`config.mk`:
```
export PLATFORM = sky130hd
export DESIGN_NAME = tfcp_sq_unit
export DESIGN_NICKNAME = d
export VERILOG_FILES = /design/src/tfcp_pkg.sv /design/src/tfcp_sq_unit.sv
export SDC_FILE = /design/constraint.sdc
export NUM_CORES = 1
export LEC_CHECK = 0
export BUFFER_PORTS_ARGS = -buffer_cell sky130_fd_sc_hd__buf_2
export CAP_MARGIN = 20
export CORE_ASPECT_RATIO = 1.1
export CORE_MARGIN = 2
export CORE_UTILIZATION = 60
export DETAILED_ROUTE_END_ITERATION = 8
export PLACE_DENSITY = 0.83
export SYNTH_ARGS = -nofsm -noshare
export SYNTH_HDL_FRONTEND = slang
export SYNTH_SLANG_ARGS = --single-unit
export TNS_END_PERCENT = 10
```
`constraint.sdc`:
```
create_clock -name vclk -period 10.07
set_input_delay 0.5035 -clock vclk [all_inputs]
set_output_delay 0.5035 -clock vclk [all_outputs]
set_load 0.05 [all_outputs]
```
`src/tfcp_pkg.sv`:
```
// Package for the toroidal filled-circle painter: frame geometry, widths,
// operation codes, sequencer states and the wrap-around distance helper.
// No dependencies.
`timescale 1ns / 1ps

package tfcp_pkg;

	localparam int FRAME_WIDTH  = 128;
	localparam int FRAME_HEIGHT = 128;
	localparam int FRAME_WORDS  = FRAME_WIDTH * FRAME_HEIGHT;

	localparam int XW  = $clog2(FRAME_WIDTH);
	localparam int YW  = $clog2(FRAME_HEIGHT);
	localparam int CW  = (XW > YW) ? XW : YW;
	localparam int LW  = (CW + 1 > 8) ? CW + 1 : 8;
	localparam int AW  = $clog2(FRAME_WORDS);

	localparam int OPW = 2;
	localparam int PXW = 7;
	localparam int RW  = 10;
	localparam int SW  = RW - 4;
	localparam int CLW = 16;
	localparam int R2W = 2 * RW;
	localparam int MW  = (CW > RW) ? CW : RW;
	localparam int PW  = 2 * MW;

	localparam int IN_W  = 40;
	localparam int OUT_W = 16;

	localparam logic [OPW-1:0] OP_DRAW  = 2'd0;
	localparam logic [OPW-1:0] OP_CLEAR = 2'd1;
	localparam logic [OPW-1:0] OP_READ  = 2'd2;

	typedef enum logic [3:0] {
		ST_IDLE,
		ST_PREP,
		ST_RSQ,
		ST_ROW,
		ST_PIX,
		ST_DRAIN,
		ST_CLR,
		ST_RD,
		ST_RDW,
		ST_DONE
	} state_t;

	// shortest distance between two coordinates on a ring of the given size
	function automatic logic [CW-1:0] tor_dist(input logic [CW-1:0] p, input logic [CW-1:0] c,
		input logic [LW-1:0] size);
		logic [CW-1:0] a;
		logic [LW-1:0] b;
		a = (p >= c) ? p - c : c - p;
		b = size - LW'(a);
		return (LW'(a) > b) ? CW'(b) : a;
	endfunction

	function automatic logic [AW-1:0] addr_of(input logic [CW-1:0] row, input logic [CW-1:0] col);
		return AW'(int'(row) * FRAME_WIDTH + int'(col));
	endfunction

endpackage

```
`src/tfcp_sq_unit.sv`:
```
// Shared squaring unit of the painter: one multiplier, followed by the
// distance-against-radius compare used by the pixel stage. Uses tfcp_pkg.
`timescale 1ns / 1ps

module tfcp_sq_unit (
	input  logic [tfcp_pkg::MW-1:0]  opnd,
	input  logic [tfcp_pkg::PW-1:0]  addend,
	input  logic [tfcp_pkg::R2W-1:0] limit,
	output logic [tfcp_pkg::PW-1:0]  prod,
	output logic                     hit
);
	import tfcp_pkg::*;

	localparam int SHW = PW + 9;

	logic [PW:0] sum;

	assign prod = PW'(opnd) * PW'(opnd);
	assign sum  = {1'b0, prod} + {1'b0, addend};
	assign hit  = ((SHW'(sum) << 8) < SHW'(limit));

endmodule

```
==> flow_results.org <==
** Drt
- Number of nets with antenna violations after routing :: 0
- The routed design uses 301 um of met3 wire.
- The routed layout has 3700 vias.
- Met2 Routed Length :: 4560 um
- Using the TritonRoute via totals, the vias-per-cell ratio works out to 5.66.
- In this run, the number of DRC markers left after iteration 0 of detailed routing was 111.
- TritonRoute pass-1 iters :: 5
- Wire length on met1 :: 3920 um
- After detailed routing, no signal wire sits above met4.
- Total length of routed wires :: 8880 um
- DRC errors left :: 0
- Dividing the detail-routed wire length by the instance count gives 13.6 um.

** Worst setup path
- Arrival @ worst endpoint :: 8.16 ns
- Peak fanout along the critical path :: 13
- The critical path is of the primary input to primary output type.
- For the worst setup path, the data required time is 9.57 ns.
- Crit. Startpoint :: opnd[1]
- Cell type of the slowest stage on the worst timing path :: fa_1
- STA classifies the critical path endpoint as a primary output.
- In this design, the stage delay of the slowest critical-path cell is 0.53 ns.
- CP dominant cell by count :: fa_1
- The worst setup path is launched from a primary input.

** Synthesis
- Sequential share of the synthesized area :: 0%
- Summed instance area of the synthesized netlist :: 4110 um2
- A synthesized cell averages 7.95 um2.
- For this run, the number of Yosys warnings is 0.
- Cells after Synth :: 517
- Counting every net in the synthesized netlist gives 696.
- Library cells used by synthesis :: 53

** Clocking
- After clock tree synthesis, the flow added hold-fix buffers numbering 0.
- In this run the post-CTS setup repair buffer count came out at 0.
- Post-CTS resize count :: 0

** Cells and area
- Most common cell after layout, fill and taps aside :: inv_1
- Of the cells placed in the final design, the portion with a size suffix greater than 1 is 13.6%.
- Relative to the synthesized area, the layout overhead comes to 9.46%.
- Antenna diode instance count :: 0
- Register Area :: 0 um2
- Total of fill cells in the finished design :: 575
- Area of the multi-input gates :: 3680 um2
- Clock buf count :: 0
- At the end of the flow, the number of nets in the layout was 753.
- Commonest cells after routing, fill and taps aside :: inv_1, ha_1, buf_2
- Seq_cells :: 0

** Placed design
- Routability-driven placement finished with a final weighted congestion of 0.911.
- Buffers placed on the I/O ports in this run total 70.
- HPWL Detailed :: 7880 um

** Min path
- Startpoint of the tightest hold check path :: opnd[0]
- Hold WC Path Type :: primary input to primary output

** Floorplanning
- Die Width :: 82.9 um
- Row generation in the floorplan step produced 31 rows.
- During I/O placement, the number of pins put on the boundary was 71.
- Core Region :: 6590 um2
- The floorplan step defined a die boundary enclosing 7530 um2.
- Die height :: 90.8 um
- Initial Utilization :: 62.4%

** Status
- Result of the run :: finished, final reports clean

** STA
- Final setup TNS :: 0 ns
- Peak clock frequency supported by timing :: 0.115 GHz
- Headroom to the max-slew limit came out at 51.6%.
- The final-report hold violation count is 0.
- Setup violations remaining at the end of the flow were counted as 0.
- The final critical path takes up 86.0% of the cycle.
- Max Transition Viols Final :: 0
- RSZ-0062 raised after global routing :: no
- Shortest clock period the worst path allows after layout :: 8.66 ns
- Measured slew at the worst slew-check pin :: 0.721 ns

** Global route
- The first global-routing pass estimated 15800 um of wire.
- Vias in the first global route :: 3785
- Global routing used 23.9% of the available tracks.
- Number of antenna violations at the first check in global routing :: 0
- For this run the aggregate overflow at the end of global routing stands at 0.
- Entering global routing, the biggest net connects 16 pins.

** Flow run
- Number of violations of the max-capacitance limit :: 0
worst max-delay path, delay by kind of cell:
kind            cells  cell delay (ns)
fa+ha+maj           8             3.48
simple gates        8             1.69
buf+inv             6             0.69
xor+xnor            2             0.24
compound gates      8             1.56
worst paths after layout:
| check | endpoint | slack (ns) | cells past startpoint |
|---|---|---|---|
| max | hit | 1.41 | 32 |
| min | prod[0] | 1.44 | 2 |
layout make-up:
cell class | count | share of cell area (%)
Timing Repair Buffer | 70 | 7.78
Tap cell | 82 | 2.28
Inverter | 98 | 8.17
Multi-Input combinational cell | 404 | 81.8
synthesized netlist by cell type, types with 12 or more instances:
master	instances	area, um2
ha_1	80	1000
xnor2_1	20	175
nand2_1	39	146
inv_1	98	368
a21o_1	15	113
clkbuf_1	13	48.8
and2_1	23	144
fa_1	49	981
nor2_1	26	97.6
a21oi_1	23	115
o21ai_0	12	60.1
cell families (layout without fill, tap and decap cells):
kind of cell / Yosys count / in the layout / share of synthesized area (%)
AND/OR/NAND/NOR: 152 / 152 / 19.1
other: 1 / 1 / 0.0912
adder cells (fa/ha/maj): 129 / 129 / 48.2
XOR/XNOR: 30 / 30 / 6.39
buffers and inverters: 113 / 168 / 10.5
AO/OA/AOI/OAI: 89 / 89 / 14.9
multiplexers: 3 / 3 / 0.761
routing by layer:
layer  up-vias  global-route usage [%]
met5         -                       0
met4         0                    3.96
met3        12                    1.55
met2        85                    44.3
met1      1763                    31.0
li1       1840                       -
through the flow:
| stage | worst slack [ns] | utilization [%] | hold WS [ns] | cells | cell area, um2 |
|---|---|---|---|---|---|
| detailed placement | 1.44 | 68.3 | 1.44 | 654 | 4500 |
| global placement | 1.69 | 68.3 | 1.44 | 654 | 4500 |
| global route | 1.02 | 68.3 | 1.47 | 654 | 4500 |
| finish | 1.41 | 68.3 | 1.44 | 654 | 4500 |
| CTS | 1.43 | 68.3 | 1.44 | 654 | 4500 |
| floorplan | 0.366 | - | 1.17 | 517 | 4110 |
Power is not shown: default switching activity piles up to over one toggle a cycle in this logic, so the estimate is an artifact.
